**src/hdl/sbsm_pkg.sv**
```systemverilog
`timescale 1ns / 1ps
// ---------------------------------------------------------------------------
// sbsm_pkg
// Shared types and constants of the serial bank switch mapper.
// ---------------------------------------------------------------------------
package sbsm_pkg;

	// Access kinds carried in the command field
	typedef enum logic [1:0] {
		CMD_CPU_READ  = 2'd0,
		CMD_CPU_WRITE = 2'd1,
		CMD_PPU_READ  = 2'd2,
		CMD_UNUSED    = 2'd3
	} cmd_t;

	// Load targets, address bits 14:13 of the fifth serial write
	typedef enum logic [1:0] {
		TGT_CONTROL  = 2'd0,
		TGT_CHR_LOW  = 2'd1,
		TGT_CHR_HIGH = 2'd2,
		TGT_PRG      = 2'd3
	} target_t;

	// Configuration register indexes
	typedef enum logic {
		CFG_PRG_COUNT = 1'b0,
		CFG_CHR_COUNT = 1'b1
	} cfg_index_t;

	localparam int OFFSET_W = 18;
	localparam int ADDR_W   = 16;
	localparam int DATA_W   = 8;
	localparam int MIRROR_W = 2;
	localparam int COUNT_W  = 5;

	localparam logic [4:0]         CTRL_RESET       = 5'h0C;
	localparam logic [4:0]         CTRL_PRG_16K     = 5'h0C;
	localparam logic [2:0]         SERIAL_LAST      = 3'd5;
	localparam logic [COUNT_W-1:0] PRG_COUNT_RESET  = 5'd8;
	localparam logic [COUNT_W-1:0] CHR_COUNT_RESET  = 5'd0;
	localparam logic [3:0]         PRG_HIGH_RESET   = 4'(PRG_COUNT_RESET - 5'd1);
	localparam logic [OFFSET_W-1:0] PPU_OUT_OF_RANGE = 18'h000FF;

	// Bank registers visible to the translator
	typedef struct packed {
		logic [4:0] control;
		logic [4:0] chr_low;
		logic [4:0] chr_high;
		logic [4:0] chr_whole;
		logic [2:0] prg_whole;
		logic [3:0] prg_low;
		logic [3:0] prg_high;
	} bank_state_t;

endpackage

```
**src/hdl/serial_bank_switch_mapper.sv**
```systemverilog
`timescale 1ns / 1ps
// ---------------------------------------------------------------------------
// serial_bank_switch_mapper
// Serial-loaded cartridge bank mapper with streaming access and result ports.
// ---------------------------------------------------------------------------
// Usage:
//  - s_axis carries one bus access per transfer: command, address, data.
//    CPU writes drive the serial loader; CPU and PPU reads are translated.
//  - m_axis returns exactly one result per access: the ROM offset (zero for
//    writes and the unused command) and the mirror mode after the access.
//  - cfg carries writes of the PRG and CHR bank counts; always ready. Write
//    them only while no access is in flight.
//  - Path: an accepted access passes the input register, then the result
//    register, and shows on m_axis from the result register.
//  - Throughput: one access per cycle unless m_axis stalls; the loader and
//    translator form one logic level between input and result registers.
//  - Stall: when m_axis is held, the result register holds, the input
//    register fills, and then s_axis_tready drops until the result is taken.
//  - Reset: arst_n clears both pipeline stages, control = 16 KiB PRG mode,
//    high PRG bank = last bank, bank counts to 8 PRG and 0 CHR.
// ---------------------------------------------------------------------------
module serial_bank_switch_mapper (
	input  logic        clk,
	input  logic        arst_n,
	// access in: [1:0] command, [17:2] address, [25:18] data, rest zero
	input  logic        s_axis_tvalid,
	output logic        s_axis_tready,
	input  logic [31:0] s_axis_tdata,
	// result out: [17:0] mapped_offset, [19:18] mirror_mode, rest zero
	output logic        m_axis_tvalid,
	input  logic        m_axis_tready,
	output logic [23:0] m_axis_tdata,
	// configuration write: index 0 prg_bank_count, 1 chr_bank_count
	input  logic        cfg_valid,
	output logic        cfg_ready,
	input  logic        cfg_index,
	input  logic [4:0]  cfg_data
);

	// input stage
	logic                          valid_s1;
	sbsm_pkg::cmd_t                cmd_s1;
	logic [sbsm_pkg::ADDR_W-1:0]   addr_s1;
	logic [sbsm_pkg::DATA_W-1:0]   data_s1;

	// result stage
	logic                          out_valid_q;
	logic [sbsm_pkg::OFFSET_W-1:0] offset_q;
	logic [sbsm_pkg::MIRROR_W-1:0] mirror_q;

	// configuration
	logic [sbsm_pkg::COUNT_W-1:0]  prg_count_q;
	logic [sbsm_pkg::COUNT_W-1:0]  chr_count_q;

	logic                          advance;
	sbsm_pkg::bank_state_t         bank;
	logic [4:0]                    ctrl_next;
	logic [sbsm_pkg::OFFSET_W-1:0] offset;

	// item moves to the result register when that register is free or drains
	assign advance       = valid_s1 && (!out_valid_q || m_axis_tready);
	assign s_axis_tready = !valid_s1 || advance;
	assign cfg_ready     = 1'b1;

	always_ff @(posedge clk or negedge arst_n) begin
		if (!arst_n) begin
			valid_s1 <= 1'b0;
		end else if (s_axis_tready) begin
			valid_s1 <= s_axis_tvalid;
		end
	end

	// payload only, no reset needed
	always_ff @(posedge clk) begin
		if (s_axis_tready && s_axis_tvalid) begin
			cmd_s1  <= sbsm_pkg::cmd_t'(s_axis_tdata[1:0]);
			addr_s1 <= s_axis_tdata[17:2];
			data_s1 <= s_axis_tdata[25:18];
		end
	end

	always_ff @(posedge clk or negedge arst_n) begin
		if (!arst_n) begin
			prg_count_q <= sbsm_pkg::PRG_COUNT_RESET;
			chr_count_q <= sbsm_pkg::CHR_COUNT_RESET;
		end else if (cfg_valid) begin
			unique case (sbsm_pkg::cfg_index_t'(cfg_index))
				sbsm_pkg::CFG_PRG_COUNT: prg_count_q <= cfg_data;
				sbsm_pkg::CFG_CHR_COUNT: chr_count_q <= cfg_data;
				default: ;
			endcase
		end
	end

	// state updates only for CPU writes that leave the input stage
	sbsm_loader u_loader (
		.clk       (clk),
		.arst_n    (arst_n),
		.wr_en     (advance && cmd_s1 == sbsm_pkg::CMD_CPU_WRITE),
		.wr_addr   (addr_s1),
		.wr_data   (data_s1),
		.prg_count (prg_count_q),
		.bank      (bank),
		.ctrl_next (ctrl_next)
	);

	// reads never change the banks, so the current registers serve them
	sbsm_translate u_translate (
		.cmd       (cmd_s1),
		.addr      (addr_s1),
		.bank      (bank),
		.chr_count (chr_count_q),
		.offset    (offset)
	);

	always_ff @(posedge clk or negedge arst_n) begin
		if (!arst_n) begin
			out_valid_q <= 1'b0;
		end else if (advance) begin
			out_valid_q <= 1'b1;
		end else if (m_axis_tready) begin
			out_valid_q <= 1'b0;
		end
	end

	always_ff @(posedge clk) begin
		if (advance) begin
			offset_q <= offset;
			mirror_q <= ctrl_next[1:0];
		end
	end

	assign m_axis_tvalid = out_valid_q;
	assign m_axis_tdata  = {4'b0000, mirror_q, offset_q};

	a_hold_s1: assert property (@(posedge clk) disable iff (!arst_n)
		valid_s1 && !advance |=> valid_s1)
		else $error("input stage item dropped while stalled");

	a_ready_empty: assert property (@(posedge clk) disable iff (!arst_n)
		!valid_s1 |-> s_axis_tready)
		else $error("input stage empty but not ready");

	a_adv_out: assert property (@(posedge clk) disable iff (!arst_n)
		advance |=> out_valid_q)
		else $error("advanced item missing from result register");

endmodule

```
**src/hdl/sbsm_loader.sv**
```systemverilog
`timescale 1ns / 1ps
// ---------------------------------------------------------------------------
// sbsm_loader
// Serial shift loader and bank registers, updated by CPU write transfers.
// ---------------------------------------------------------------------------
module sbsm_loader (
	input  logic                          clk,
	input  logic                          arst_n,
	input  logic                          wr_en,
	input  logic [sbsm_pkg::ADDR_W-1:0]   wr_addr,
	input  logic [sbsm_pkg::DATA_W-1:0]   wr_data,
	input  logic [sbsm_pkg::COUNT_W-1:0]  prg_count,
	output sbsm_pkg::bank_state_t         bank,
	output logic [4:0]                    ctrl_next
);

	sbsm_pkg::bank_state_t bank_q, bank_d;
	logic [4:0]            shift_q, shift_d, shift_new;
	logic [2:0]            count_q, count_d, count_new;
	sbsm_pkg::target_t     target;

	assign shift_new = {wr_data[0], shift_q[4:1]};
	assign count_new = count_q + 3'd1;
	assign target    = sbsm_pkg::target_t'(wr_addr[14:13]);

	always_comb begin
		bank_d  = bank_q;
		shift_d = shift_q;
		count_d = count_q;
		if (wr_en) begin
			if (wr_data[7]) begin
				shift_d        = '0;
				count_d        = '0;
				bank_d.control = bank_q.control | sbsm_pkg::CTRL_PRG_16K;
			end else if (count_new != sbsm_pkg::SERIAL_LAST) begin
				shift_d = shift_new;
				count_d = count_new;
			end else begin
				shift_d = '0;
				count_d = '0;
				case (target)
					sbsm_pkg::TGT_CONTROL: bank_d.control = shift_new;
					sbsm_pkg::TGT_CHR_LOW: begin
						if (bank_q.control[4])
							bank_d.chr_low = shift_new;
						else
							bank_d.chr_whole = {shift_new[4:1], 1'b0};
					end
					sbsm_pkg::TGT_CHR_HIGH: begin
						if (bank_q.control[4])
							bank_d.chr_high = shift_new;
					end
					default: begin
						// PRG target, by PRG mode in control bits 3:2
						if (!bank_q.control[3]) begin
							bank_d.prg_whole = shift_new[3:1];
						end else if (!bank_q.control[2]) begin
							bank_d.prg_low  = '0;
							bank_d.prg_high = shift_new[3:0];
						end else begin
							bank_d.prg_low  = shift_new[3:0];
							bank_d.prg_high = 4'(prg_count - 5'd1);
						end
					end
				endcase
			end
		end
	end

	always_ff @(posedge clk or negedge arst_n) begin
		if (!arst_n) begin
			shift_q          <= '0;
			count_q          <= '0;
			bank_q.control   <= sbsm_pkg::CTRL_RESET;
			bank_q.chr_low   <= '0;
			bank_q.chr_high  <= '0;
			bank_q.chr_whole <= '0;
			bank_q.prg_whole <= '0;
			bank_q.prg_low   <= '0;
			bank_q.prg_high  <= sbsm_pkg::PRG_HIGH_RESET;
		end else begin
			shift_q <= shift_d;
			count_q <= count_d;
			bank_q  <= bank_d;
		end
	end

	assign bank      = bank_q;
	assign ctrl_next = bank_d.control;

	a_count_range: assert property (@(posedge clk) disable iff (!arst_n)
		count_q <= 3'd4)
		else $error("serial count beyond four");

	a_reset_write: assert property (@(posedge clk) disable iff (!arst_n)
		wr_en && wr_data[7] |=> count_q == 3'd0 && shift_q == 5'd0
			&& bank_q.control[3:2] == 2'b11)
		else $error("loader reset write not applied");

	a_chr_whole_even: assert property (@(posedge clk) disable iff (!arst_n)
		!bank_q.chr_whole[0])
		else $error("8 KiB CHR bank not even");

endmodule

```
**src/hdl/sbsm_translate.sv**
```systemverilog
`timescale 1ns / 1ps
// ---------------------------------------------------------------------------
// sbsm_translate
// CPU and PPU address to ROM offset translation from the bank registers.
// ---------------------------------------------------------------------------
module sbsm_translate (
	input  sbsm_pkg::cmd_t                cmd,
	input  logic [sbsm_pkg::ADDR_W-1:0]   addr,
	input  sbsm_pkg::bank_state_t         bank,
	input  logic [sbsm_pkg::COUNT_W-1:0]  chr_count,
	output logic [sbsm_pkg::OFFSET_W-1:0] offset
);

	logic [sbsm_pkg::OFFSET_W-1:0] cpu_off, ppu_off;

	always_comb begin
		// 16 KiB mode splits 0x8000-0xFFFF in two halves
		if (bank.control[3] && addr[15])
			cpu_off = {(addr[14] ? bank.prg_high : bank.prg_low), addr[13:0]};
		else
			cpu_off = {bank.prg_whole, addr[14:0]};
	end

	always_comb begin
		if (chr_count == '0)
			ppu_off = {2'b00, addr};
		else if (bank.control[4]) begin
			if (addr[15:12] == 4'h0)
				ppu_off = {1'b0, bank.chr_low, addr[11:0]};
			else if (addr[15:12] == 4'h1)
				ppu_off = {1'b0, bank.chr_high, addr[11:0]};
			else
				ppu_off = sbsm_pkg::PPU_OUT_OF_RANGE;
		end else
			ppu_off = {1'b0, bank.chr_whole[4:1], addr[12:0]};
	end

	always_comb begin
		case (cmd)
			sbsm_pkg::CMD_CPU_READ: offset = cpu_off;
			sbsm_pkg::CMD_PPU_READ: offset = ppu_off;
			default:                offset = '0;
		endcase
	end

endmodule

```
**config.mk**
```make
export PLATFORM = sky130hd
export DESIGN_NAME = serial_bank_switch_mapper
export DESIGN_NICKNAME = d
export VERILOG_FILES = /design/src/hdl/sbsm_pkg.sv /design/src/hdl/serial_bank_switch_mapper.sv /design/src/hdl/sbsm_loader.sv /design/src/hdl/sbsm_translate.sv
export SDC_FILE = /design/constraint.sdc
export NUM_CORES = 1
export LEC_CHECK = 0
export ABC_AREA = 1
export BUFFER_PORTS_ARGS = -buffer_cell sky130_fd_sc_hd__clkbuf_2
export CAP_MARGIN = 0
export CORE_UTILIZATION = 60
export DETAILED_ROUTE_END_ITERATION = 8
export PLACE_DENSITY = 0.85
export SETUP_SLACK_MARGIN = 0.02
export SLEW_MARGIN = 15
export SYNTH_ARGS = -nofsm -noshare
export SYNTH_HDL_FRONTEND = slang
export SYNTH_SLANG_ARGS = --single-unit
export TNS_END_PERCENT = 1
```
**constraint.sdc**
```tcl
create_clock -name clk -period 2.2 [get_ports clk]
set_input_delay 0.44 -clock clk [delete_from_list [all_inputs] [get_ports clk]]
set_output_delay 0.44 -clock clk [all_outputs]
set_load 0.02 [all_outputs]
```
After elaboration in Yosys (flattened, before gate mapping)
Cells that the tools add are included.

Flip-flop bits (word level): 95. Input port bits: 43. Output and inout bits: 27. Word-level logic and storage cells: 87.

Add/subtract/negate cells: 2. Equal/unequal tests: 7. Mux-type cells: 28. Bitwise operators: 6. Reductions and logical operators: 24.

Operators with widths (number): 18-bit two-way mux (4); 5-bit two-way mux (8); 18-bit case mux with 2 select lines (1); 30-bit two-way mux (1); 28-bit two-way mux (1); 26-bit two-way mux (1); 5-bit AND reduction (5); 17-bit two-way mux (1); 8-bit two-way mux (2); 4-bit two-way mux (3); 11-bit two-way mux (1); 3-bit two-way mux (3); 1-bit inverter (6); 5-bit logical NOT (1); 2-bit by 1-bit equality test with 1-bit output (second input constant) (2); 2-bit equality test (second input constant) (2); 4-bit by 1-bit equality test with 1-bit output (second input constant) (1); 1-bit logical AND (4); 2-bit logical NOT (2); 4-bit logical NOT (1); 2-bit AND reduction (2); 4-bit AND reduction (1); 2-bit nonzero test (2); 4-bit by 1-bit subtractor with 4-bit output (second input constant) (1); 8 further kinds (11).

Depth between registers and ports, before layout
Gate-level depths: netlist of the first run.

Depth after elaboration: 7. Mapped depth: 9. Gate-level depth less buffers: 9.

Hierarchy
Synthesis of the first run repeated with hierarchy kept, for this count alone.

Cell total of the unflattened synthesis: 416. Area, all modules: 4184.0 µm².

Modules (own cells, without submodules): serial_bank_switch_mapper (instances 1, cells each 112, area an instance 1933.1 µm², seq. area each 1682.9 µm²); sbsm_loader (instances 1, cells each 197, area an instance 1744.2 µm², seq. area each 932.1 µm²); sbsm_translate (instances 1, cells each 107, area an instance 506.7 µm², seq. area each 0.0 µm²).

Worst setup path before layout of the first run
OpenSTA, ideal clock, no wires.

Path type: flip-flop to flip-flop. Start point: register out_valid_q, in the netlist m_axis_tvalid. End point: register addr_s1[0] (netlist name), enable pin. Setup time: 0.375 ns. Data arrival time: 1.241 ns. Data required time: 1.825 ns. Path slack: 0.584 ns. Stages on the path, launching flop included: 4. Buffers on the path: 0. Period minus slack after synthesis: 1.616 ns. Cell sequence: dfrtp_1 nand3_1 nand2_1 inv_1.

Longest elaborated chain between the ends: 5.

Ends and longest elaborated chain: start, declared (RTL line serial_bank_switch_mapper.sv:47) `logic out_valid_q;`; start signal, assigned (RTL line serial_bank_switch_mapper.sv:118) `out_valid_q <= 1'b0;`; start signal, assigned (RTL line serial_bank_switch_mapper.sv:120) `out_valid_q <= 1'b1;`; start signal, assigned (RTL line serial_bank_switch_mapper.sv:122) `out_valid_q <= 1'b0;`; 1-bit logical NOT (RTL line serial_bank_switch_mapper.sv:61) `assign advance = valid_s1 && (!out_valid_q || m_axis_tready);`; 1-bit logical OR (RTL line serial_bank_switch_mapper.sv:61); 1-bit logical AND (RTL line serial_bank_switch_mapper.sv:61); 1-bit logical OR (RTL line serial_bank_switch_mapper.sv:62) `assign s_axis_tready = !valid_s1 || advance;`; named net s_axis_tready (RTL line serial_bank_switch_mapper.sv:27) `output logic s_axis_tready,`; 1-bit logical AND (RTL line serial_bank_switch_mapper.sv:75) `if (s_axis_tready && s_axis_tvalid) begin`; end signal, assigned (RTL line serial_bank_switch_mapper.sv:77) `addr_s1 <= s_axis_tdata[17:2];`; end, declared (RTL line serial_bank_switch_mapper.sv:43) `logic [sbsm_pkg::ADDR_W-1:0] addr_s1;`.

The timed path passes the listed nets, and every way through them passes these cells. A chain may end at the register's enable or synchronous reset.

Worst setup path in the final report of the first run
Start point: register u_loader.count_q[0]. End point: register u_loader.bank_q, in the netlist u_loader.bank[5].

Longest elaborated chain between the ends: 4.

Ends and longest elaborated chain: start, declared (RTL line sbsm_loader.sv:19) `logic [2:0] count_q, count_d, count_new;`; start signal, assigned (RTL line sbsm_loader.sv:83) `count_q <= count_d;`; 3-bit by 1-bit adder with 3-bit output (RTL line sbsm_loader.sv:23) `assign count_new = count_q + 3'd1;`; 3-bit != test (RTL line sbsm_loader.sv:35) `end else if (count_new != sbsm_pkg::SERIAL_LAST) begin`; 1-bit inverter (no line); 5-bit AND reduction (no line); end signal, assigned (RTL line sbsm_loader.sv:84) `bank_q <= bank_d;`; end, declared (RTL line sbsm_loader.sv:17) `sbsm_pkg::bank_state_t bank_q, bank_d;`.

No other way between the ends.

==> impl_metrics.py, run 1 <==
metrics = {
    "outcome": {
        "outcome": "complete, no violations",
    },
    "detailed_routing": {
        "wl_per_cell_um": 13.70,
        "wl_met3_um": 465,
        "wl_met1_mm": 3.218,
        "drc": 0,
        "drtAntennaViolNets": 0,
        "met2WireLength_mm": 3.877,
        "vias": 2989,
        "vias_per_cell": 5.300,
        "initialDrtViolationCount": 180,
        "firstDrtPassIters": 5,
        "drt-total-wl_mm": 7.724,
        "dr.max_layer_used": "met4",
    },
    "yosys": {
        "netlist_instances": 423,
        "syn_area_sq_um": 3966,
        "synth.most_common_cell": "nand2_1",
        "synth_area_leaders": "edfxtp_1 30%, dfrtp_1 26%, nand2_1 14%",
        "synth_flop_cell": "dfrtp_1",
        "synth_top_area_cell": "edfxtp_1",
        "synth.top_cell.area_share_pct": 30.28,
        "ys_ff_latch": 88,
        "avgSynthCellArea_sq_um": 9.377,
        "synth_commonest_cells": "148 x nand2_1, 44 x inv_1, 42 x dfrtp_1, 40 x edfxtp_1, 37 x nand3_1",
        "synth_edf_count": 40,
        "yosys_warnings": 0,
        "synth.distinct_cells": 27,
        "synth-async-reset-ratio_pct": 54.55,
        "yosysSeqAreaShare_pct": 60.76,
    },
    "sta": {
        "min_period_ns": 1.862,
        "rsz0062_at_grt": "no",
        "maxSlewHeadroom_pct": 57.11,
        "hold-worst-slack_ns": 0.08032,
        "tightestPinTransition_ns": 0.6433,
        "hold_viol_final": 0,
        "fmax_mhz": 537.0,
        "finalCritPeriodShare_pct": 84.65,
        "skew_ns": 0.01035,
        "setup_viol": 0,
        "drv_slew": 0,
        "setup_tns_ns": 0,
    },
    "global_route": {
        "grt_pass1_wl_mm": 12.62,
        "grt_pass1_vias": 2832,
        "grt.total_usage_pct": 23.62,
        "antenna_found_initial": 0,
        "grt_overflow_total": 0,
        "grt_start_max_net_pins": 26,
    },
    "cts": {
        "htreeDepth": 3,
        "cts_made_buffers": 9,
        "post_cts_resized": 0,
        "path_clk_slew_ns": 0.09,
        "worstSkewPairLatency_ns": 0.37,
        "cts.sinks": 88,
        "cts_hold_buf": 0,
        "cts_tree": "yes",
        "clk_path_buf_depth": 2,
        "post_cts_buffers": 0,
        "cts_root_buffer": "clkbuf_8",
    },
    "worst_setup_path": {
        "worst_path_max_delay_cell": "nor2_2",
        "r2r_cells": 7,
        "cpPeakStageDelay_ns": 0.40,
        "cp.required_ns": 2.45,
        "path_class": "reg2reg",
        "cp_max_fo": 10,
        "crit_path_start_kind": "flip-flop",
        "r2r_end": "u_loader.bank[5]",
        "crit_chain": "inv_1 > ha_1 > nand3_1 > nor2_2 > nand3_2 > nand2_1 > nand2_1",
        "critPathMostFrequentCell": "nand2_1",
        "crit_path_end_kind": "flip-flop",
        "r2r-start": "u_loader.count_q[0]",
        "crit_arrival_ns": 2.12,
        "r2r_slack_ns": 0.34,
    },
    "die": {
        "fp.coreArea_sq_um": 6350,
        "fp.dieH_um": 83.31,
        "die_area_sq_um": 6940,
        "pin_count": 70,
        "fp.dieW_um": 83.31,
        "fp-row-count": 29,
        "start_util_pct": 62.46,
    },
    "cells_and_area": {
        "nNetsFinal": 528,
        "n_antenna_cell": 0,
        "final_core_utilization_pct": 71.23,
        "drive_above_1_share_pct": 21.15,
        "area.growth.synth_to_final_pct": 14.04,
        "fillers": 460,
    },
    "power": {
        "powerDensity_nw_per_um2": 871.2,
        "power_leakage_nw": 2.268,
        "max-vdd-ir-drop_mv": 0.7614,
    },
    "placement": {
        "gp_congestion": 0.8777,
        "port_buffers": 52,
        "hpwl_mm": 5.515,
    },
    "run": {
        "drv_cap": 0,
    },
    "worst_hold_path": {
        "hold_class": "in2async",
    },
}
## metrics by stage
stage | cells | setup WS (ns) | power [mW] | cell area, sq um
2_1_floorplan | 426 | 0.5843 | 2.562 | 3978
3_3_place_gp | 548 | 0.4756 | 2.750 | 4315
3_5_place_dp | 548 | 0.3736 | 2.783 | 4315
4_1_cts | 564 | 0.3627 | 3.947 | 4523
5_1_grt | 564 | 0.1561 | 4.113 | 4523
6_report | 564 | 0.3378 | 3.941 | 4523
## flip-flops by register name, summed over array words and instances (netlist names)
name	cells
addr_s1	16
chr_count_q	5
cmd_s1	2
data_s1	2
m_axis_tvalid	1
mirror_q	2
offset_q	18
prg_count_q	4
u_loader.bank	30
u_loader.count_q	3
u_loader.shift_q	4
valid_s1	1
## worst max-delay path by stage
| stage | startpoint | end | cells past startpoint |
|---|---|---|---|
| CTS | u_loader.count_q[0] | u_loader.bank[5] | 7 |
| global placement | u_loader.count_q[0] | u_loader.bank[3] | 7 |
| global route | u_loader.count_q[0] | u_loader.bank[5] | 7 |
| finish | u_loader.count_q[0] | u_loader.bank[5] | 7 |
| detailed placement | u_loader.count_q[0] | u_loader.bank[5] | 7 |
| floorplan | m_axis_tvalid | addr_s1[0] | 3 |
## area by class of cell
| cell class | count | area [sq um] | area share [%] |
|---|---|---|---|
| clock buffer | 9 | 123.9 | 2.739 |
| clock inverter | 7 | 83.83 | 1.853 |
| inverter | 48 | 180.2 | 3.983 |
| multi-input combinational | 275 | 1296 | 28.66 |
| sequential | 88 | 2410 | 53.28 |
| tap | 77 | 96.34 | 2.130 |
| timing repair buffer | 60 | 332.8 | 7.358 |
## routing by layer
| metal | global-route usage [%] | vias to the layer above |
|---|---|---|
| li1 | - | 1486 |
| met5 | 0 | - |
| met2 | 40.01 | 90 |
| met1 | 28.92 | 1394 |
| met4 | 9.718 | 0 |
| met3 | 5.964 | 19 |
## critical path: cells and delay by family (launching register included)
family                     cells  cell delay, ns
and+or+nand+nor                5            1.02
DFF                            1            0.39
adders and majority gates      1            0.25
buffers and inverters          1            0.09
## logic make-up after synthesis
group | share of synthesized area, %
buf+inv | 6.845
compound gates | 4.543
other cells | 0.1893
simple gates | 26.72
fa+ha+maj | 0.9465
flops | 60.76
## cell usage in the layout, fill, tap and decap left out, drive strengths merged
cell type  netlist  routed
nand4           13      13
dfstp            6       6
o31ai            1       1
a21boi           1       1
edfxtp          40      40
clkinvlp         0       1
clkbuf           5      61
o211ai           3       3
buf             10       8
ha               3       3
o22ai            2       2
dfrtp           42      42
o21ai           14      14
nor3             1       1
inv             48      53
nand3           40      40
nand2          150     150
conb             2       5
nor2            30      30
bufinv           0       1
a21oi           12      12
## power by group
| part | switching (mW) | total [mW] | leakage [nW] | internal, mW |
|---|---|---|---|---|
| Combinational | 0.440 | 0.654 | 1.15 | 0.214 |
| Sequential | 0.170 | 2.10 | 1.02 | 1.93 |
| Clock | 0.634 | 1.18 | 0.103 | 0.549 |
| Total | 1.24 | 3.94 | 2.27 | 2.70 |
No activity file was read; power rests on OpenSTA's default activity.
==> run 2, diff against run 1 <==
--- a/config.mk
+++ b/config.mk
@@ -8,9 +8,9 @@
 export ABC_AREA = 1
 export BUFFER_PORTS_ARGS = -buffer_cell sky130_fd_sc_hd__clkbuf_2
 export CAP_MARGIN = 0
-export CORE_UTILIZATION = 60
+export CORE_UTILIZATION = 50
 export DETAILED_ROUTE_END_ITERATION = 8
-export PLACE_DENSITY = 0.85
+export PLACE_DENSITY = 0.75
 export SETUP_SLACK_MARGIN = 0.02
 export SLEW_MARGIN = 15
 export SYNTH_ARGS = -nofsm -noshare
==> constraint.sdc (replaced) <==
create_clock -name clk -period 1.6 [get_ports clk]
set_input_delay 0.32 -clock clk [delete_from_list [all_inputs] [get_ports clk]]
set_output_delay 0.32 -clock clk [all_outputs]
set_load 0.02 [all_outputs]
==> run 2 against run 1 <==
Compared with the run above:
- wire length grew 7.7%
- setup slack lost 0.23 ns
- register-to-register slack lost 0.23 ns
- die area grew 19%
- worst hold slack gained 0.051 ns
- flip-flop and latch count is the same
- via count grew 3.5%
- first-iteration DRC count shrank 4.4%
- cell count grew 8.0%
- highest routed layer unchanged
- design area grew 6.8%
==> impl_metrics.py, run 2 (same netlist as run 1, synthesis figures left out) <==
metrics = {
    "cts": {
        "clk_path_buf_depth": 2,
        "cts.sinks": 88,
        "cts_tree": "yes",
        "cts_made_buffers": 9,
        "cts_root_buffer": "clkbuf_8",
        "worstSkewPairLatency_ns": 0.36,
        "htreeDepth": 3,
        "path_clk_slew_ns": 0.09,
    },
    "worst_setup_path": {
        "cp_max_fo": 11,
        "path_class": "reg2reg",
        "r2r-start": "m_axis_tvalid",
        "cp.required_ns": 1.88,
        "r2r_end": "u_loader.bank[28]",
        "crit_arrival_ns": 1.77,
        "crit_path_start_kind": "flip-flop",
        "r2r_cells": 7,
        "crit_path_end_kind": "flip-flop",
        "r2r_slack_ns": 0.11,
        "endpoint": "u_loader.bank[28]",
        "crit_start": "m_axis_tvalid",
    },
    "global_route": {
        "grt.total_usage_pct": 21.82,
        "antenna_found_initial": 0,
        "grt_pass1_wl_mm": 13.99,
        "grt_start_max_net_pins": 49,
        "grt_overflow_total": 0,
        "grt_pass1_vias": 3023,
    },
    "outcome": {
        "outcome": "complete, no violations",
    },
    "die": {
        "fp.dieW_um": 91.07,
        "fp.dieH_um": 91.07,
        "fp-row-count": 32,
        "pin_count": 70,
        "start_util_pct": 51.60,
        "die_area_sq_um": 8293,
        "fp.coreArea_sq_um": 7687,
    },
    "cells_and_area": {
        "drive_above_1_share_pct": 26.43,
        "fillers": 641,
        "layout_common_cells": "144 x nand2_1, 52 x clkbuf_2, 42 x inv_1, 42 x dfrtp_1, 40 x edfxtp_1",
        "final_common_cell": "nand2_1",
        "nNetsFinal": 548,
        "largest_reg_flops": 30,
        "n_antenna_cell": 0,
        "area.growth.synth_to_final_pct": 21.77,
        "final_core_utilization_pct": 62.83,
    },
    "power": {
        "powerDensity_nw_per_um2": 1205,
        "power.total_mw": 5.821,
        "power_leakage_nw": 2.390,
        "max-vdd-ir-drop_mv": 0.6914,
    },
    "detailed_routing": {
        "initialDrtViolationCount": 172,
        "met2WireLength_mm": 4.258,
        "drtAntennaViolNets": 0,
        "wl_per_cell_um": 13.66,
        "wl_met3_um": 384,
        "wl_met1_mm": 3.495,
        "vias_per_cell": 5.079,
        "firstDrtPassIters": 5,
        "dr.max_layer_used": "met4",
        "vias": 3093,
        "drt-total-wl_mm": 8.317,
        "drc": 0,
    },
    "placement": {
        "gp_congestion": 0.8788,
        "hpwl_mm": 5.920,
        "port_buffers": 52,
    },
    "sta": {
        "hold_viol_final": 0,
        "finalCritPeriodShare_pct": 93.25,
        "skew_ns": 0.01091,
        "setup_viol": 0,
        "min_period_ns": 1.492,
        "rsz0062_at_grt": "yes",
        "fmax_mhz": 670.3,
        "drv_slew": 0,
    },
    "worst_hold_path": {
        "hold_class": "in2reg",
    },
    "run": {
        "drv_cap": 0,
    },
}
==> run 2: changes by cell type in the layout (fill, tap and decap cells not counted), moves of 3 or more <==
cell,delta
inv_6,-3
nand2_1,-4
nand2_2,+4
buf_4,+16
==> run 2: repair_timing <==
action	4_1_cts	5_1_grt
setup buffers	1	5
hold buffers	1	0
setup endpoints to repair	13	36
gates cloned	0	0
endpoints found under the hold margin	42	0
gates resized for setup	6	9
pin swaps	1	3
==> run 2: metal layers <==
metal,track usage (%),up-vias
met1,27.39,1451
met3,4.523,21
li1,-,1522
met2,36.93,99
met4,8.862,0
met5,0,-
==> run 2: metrics by stage <==
| step | worst slack [ns] | TNS [ns] | hold slack [ns] | instances | cell area (sq um) |
|---|---|---|---|---|---|
| after global routing | 0.002632 | 0 | 0.1168 | 609 | 4830 |
| after detailed placement | -0.08373 | -0.6057 | 0.3316 | 586 | 4473 |
| after floorplan | 0.03527 | 0 | 0.02441 | 426 | 3981 |
| after CTS | 0.01994 | 0 | 0.1207 | 604 | 4765 |
| final | 0.1080 | 0 | 0.1312 | 609 | 4830 |
| after global placement | -0.002096 | -0.003137 | 0.3311 | 586 | 4473 |
==> run 2: how the worst min path moves through the flow <==
stage | startpoint | to | slack, ns | cells past startpoint
floorplan | arst_n | chr_count_q[0] | 0.02 | 0
global placement | arst_n | u_loader.count_q[1] | 0.33 | 2
detailed placement | arst_n | u_loader.count_q[1] | 0.33 | 2
CTS | s_axis_tdata[4] | addr_s1[2] | 0.12 | 1
global route | s_axis_tdata[4] | addr_s1[2] | 0.12 | 1
finish | s_axis_tdata[4] | addr_s1[2] | 0.13 | 1
==> run 2: where the power goes <==
part / internal, mW / switching (mW)
logic: 0.404 / 0.673
registers: 2.66 / 0.224
clock network: 1.06 / 0.806
==> run 2: critical path, cell delays in order, from the launching register on <==
cell     delay [ns]
dfrtp_1        0.40
nand2_1        0.15
nand2_1        0.14
nor2_4         0.26
buf_4          0.23
nand2_1        0.09
nand2_1        0.07
nand3_1        0.07
==> run 2: area by class of cell <==
cell class / instances / area (sq um) / area share [%]
sequential: 88 / 2410 / 49.90
timing repair buffer: 80 / 514.2 / 10.65
multi-input combinational: 275 / 1344 / 27.82
clock buffer: 9 / 123.9 / 2.565
inverter: 48 / 183.9 / 3.808
clock inverter: 7 / 126.4 / 2.617
tap: 102 / 127.6 / 2.642
==> run 3, diff against run 2 <==
==> constraint.sdc (replaced) <==
create_clock -name clk -period 1.6 [get_ports clk]
set_input_delay 0.32 -clock clk [delete_from_list [all_inputs] [get_ports clk]]
set_output_delay 0.32 -clock clk [all_outputs]
set_load 0.1 [all_outputs]
==> run 3 against run 2 <==
Compared with the run above:
- wire length fell by 4.4%
- design area down 1.7%
- register-to-register slack lost 0.06 ns
- sequential share of layout area increased by 0.95 points
- clock skew is essentially flat
- non-clock buffer count down 4
- utilization is 1.1 points lower
- via count decreased by 1.6%
- first-iteration DRC count shrank 2.9%
- combinational power rose by 40%
- critical path type unchanged
==> impl_metrics.py, run 3 (same netlist as run 1, synthesis figures left out) <==
metrics = {
    "global_route": {
        "grt_overflow_total": 0,
        "grt_start_max_net_pins": 26,
        "antenna_found_initial": 0,
        "grt_pass1_wl_mm": 13.38,
        "gr-usage-met1_pct": 25.77,
        "grt.total_usage_pct": 21.09,
        "grt_pass1_vias": 2965,
        "met2_usage_pct": 36.30,
        "grt_busiest_layer": "met2",
        "use_met3_pct": 4.271,
    },
    "die": {
        "fp.dieW_um": 91.07,
        "fp.dieH_um": 91.07,
        "fp.coreArea_sq_um": 7687,
        "start_util_pct": 51.60,
        "die_area_sq_um": 8293,
        "fp-row-count": 32,
        "pin_count": 70,
    },
    "detailed_routing": {
        "drtAntennaViolNets": 0,
        "wl_per_cell_um": 13.15,
        "firstDrtPassIters": 4,
        "vias_per_cell": 5.030,
        "initialDrtViolationCount": 167,
        "drt-total-wl_mm": 7.955,
        "drc": 0,
        "vias": 3043,
    },
    "cells_and_area": {
        "nNetsFinal": 544,
        "design_area_sq_um": 4747,
        "area.growth.synth_to_final_pct": 19.68,
        "final_common_cell": "nand2_1",
        "largest_reg_flops": 30,
        "n_antenna_cell": 0,
        "layout_common_cells": "146 x nand2_1, 50 x clkbuf_2, 43 x inv_1",
        "final_core_utilization_pct": 61.75,
        "drive_above_1_share_pct": 25.25,
    },
    "sta": {
        "setup_viol": 0,
        "hold_viol_final": 0,
        "finalCritPeriodShare_pct": 96.96,
        "drv_slew": 0,
        "tightestPinTransition_ns": 0.6422,
        "fin_ws_ns": 0.04863,
        "maxSlewHeadroom_pct": 57.18,
        "fmax_mhz": 644.6,
        "skew_ns": 0.01117,
        "min_period_ns": 1.551,
        "rsz0062_at_grt": "yes",
    },
    "worst_setup_path": {
        "path_class": "reg2reg",
        "critPathMostFrequentCell": "nand2_1",
        "cp_max_fo": 4,
        "crit_family": "simple AND/OR/NAND/NOR gates",
        "worst_path_max_delay_cell": "dfrtp_1",
        "cpPeakStageDelay_ns": 0.39,
        "crit_arrival_ns": 1.66,
        "crit_path_start_kind": "flip-flop",
        "crit_chain": "ha_1 > inv_1 > nand2_1 > nand2_1 > nand3_2 > nor2_4 > nand2_1 > nand2_1 > nand2_1",
        "crit_path_end_kind": "flip-flop",
        "path_buf_inv": 1,
        "cp.required_ns": 1.71,
    },
    "run": {
        "drv_cap": 0,
    },
    "power": {
        "powerDensity_nw_per_um2": 1235,
        "power_leakage_nw": 2.346,
        "power.total_mw": 5.864,
        "max-vdd-ir-drop_mv": 0.6126,
    },
    "cts": {
        "htreeDepth": 3,
        "path_clk_slew_ns": 0.09,
        "cts_tree": "yes",
        "cts.sinks": 88,
        "worstSkewPairLatency_ns": 0.36,
        "cts_made_buffers": 9,
        "clk_path_buf_depth": 2,
        "cts_root_buffer": "clkbuf_8",
    },
    "placement": {
        "place_area_sq_um": 4509,
        "gp_congestion": 0.8517,
        "dp_slack_ns": -0.1008,
        "hpwl_mm": 5.846,
        "port_buffers": 52,
    },
    "outcome": {
        "outcome": "complete, no violations",
    },
    "worst_hold_path": {
        "hold_class": "in2reg",
    },
}
==> run 3: changes by cell type in the layout (fill, tap and decap cells not counted), moves of 2 or more <==
cell,before,now
clkinv_2,0,2
bufinv_16,3,0
buf_4,23,21
nand2_2,6,3
inv_4,0,2
clkbuf_2,52,50
nand2_1,144,146
inv_2,5,3
==> run 3: power by group <==
| group | leakage (nW) | switching (mW) | internal (mW) |
|---|---|---|---|
| clock | 0.0941 | 0.803 | 0.659 |
| combinational | 1.24 | 1.12 | 0.395 |
| sequential | 1.02 | 0.226 | 2.66 |
==> run 3: area by class of cell <==
| type | count | area (sq um) |
|---|---|---|
| fill | 652 | 2940 |
| multi-input combinational | 275 | 1341 |
| timing repair buffer | 76 | 489.2 |
| tap | 102 | 127.6 |
| clock inverter | 6 | 40.04 |
| clock buffer | 10 | 148.9 |
| sequential | 88 | 2414 |
| inverter | 48 | 186.4 |
==> run 3: per-layer routing <==
| metal | vias up | share of wire, % |
|---|---|---|
| li1 | 1514 | - |
| met1 | 1456 | 44 |
| met2 | 58 | 51 |
| met3 | 15 | 3.6 |
| met4 | 0 | 1.9 |
| met5 | - | 0 |
==> run 3: repair_timing <==
action / in CTS / in global routing
hold buffers: 1 / 0
setup endpoints to repair: 6 / 38
buffers inserted: 1 / 0
gates resized for setup: 2 / 7
cloned: 0 / 0
pin swaps: 1 / 1
endpoints found under the hold margin: 17 / 0
==> run 3: metrics by stage <==
step,hold slack (ns),instances,TNS (ns)
floorplan,0.02441,426,-6.647
global placement,0.3695,587,-0.02157
detailed placement,0.3793,587,-0.3281
CTS,0.1140,605,0
global route,0.1107,605,-0.3324
finish,0.1254,605,0
==> run 3: final timing paths <==
check                      cells past startpoint  slack [ns]             endpoint                 from
min in group asynchronous                      2        0.51  u_loader.count_q[2]               arst_n
hold / removal                                 1        0.13           addr_s1[8]     s_axis_tdata[10]
hold reg to reg                                2        0.48    u_loader.bank[23]    u_loader.bank[23]
setup reg to reg                               9        0.05          mirror_q[1]  u_loader.count_q[0]
max in group asynchronous                      3        0.55     u_loader.bank[9]               arst_n
setup / recovery                               9        0.05          mirror_q[1]  u_loader.count_q[0]
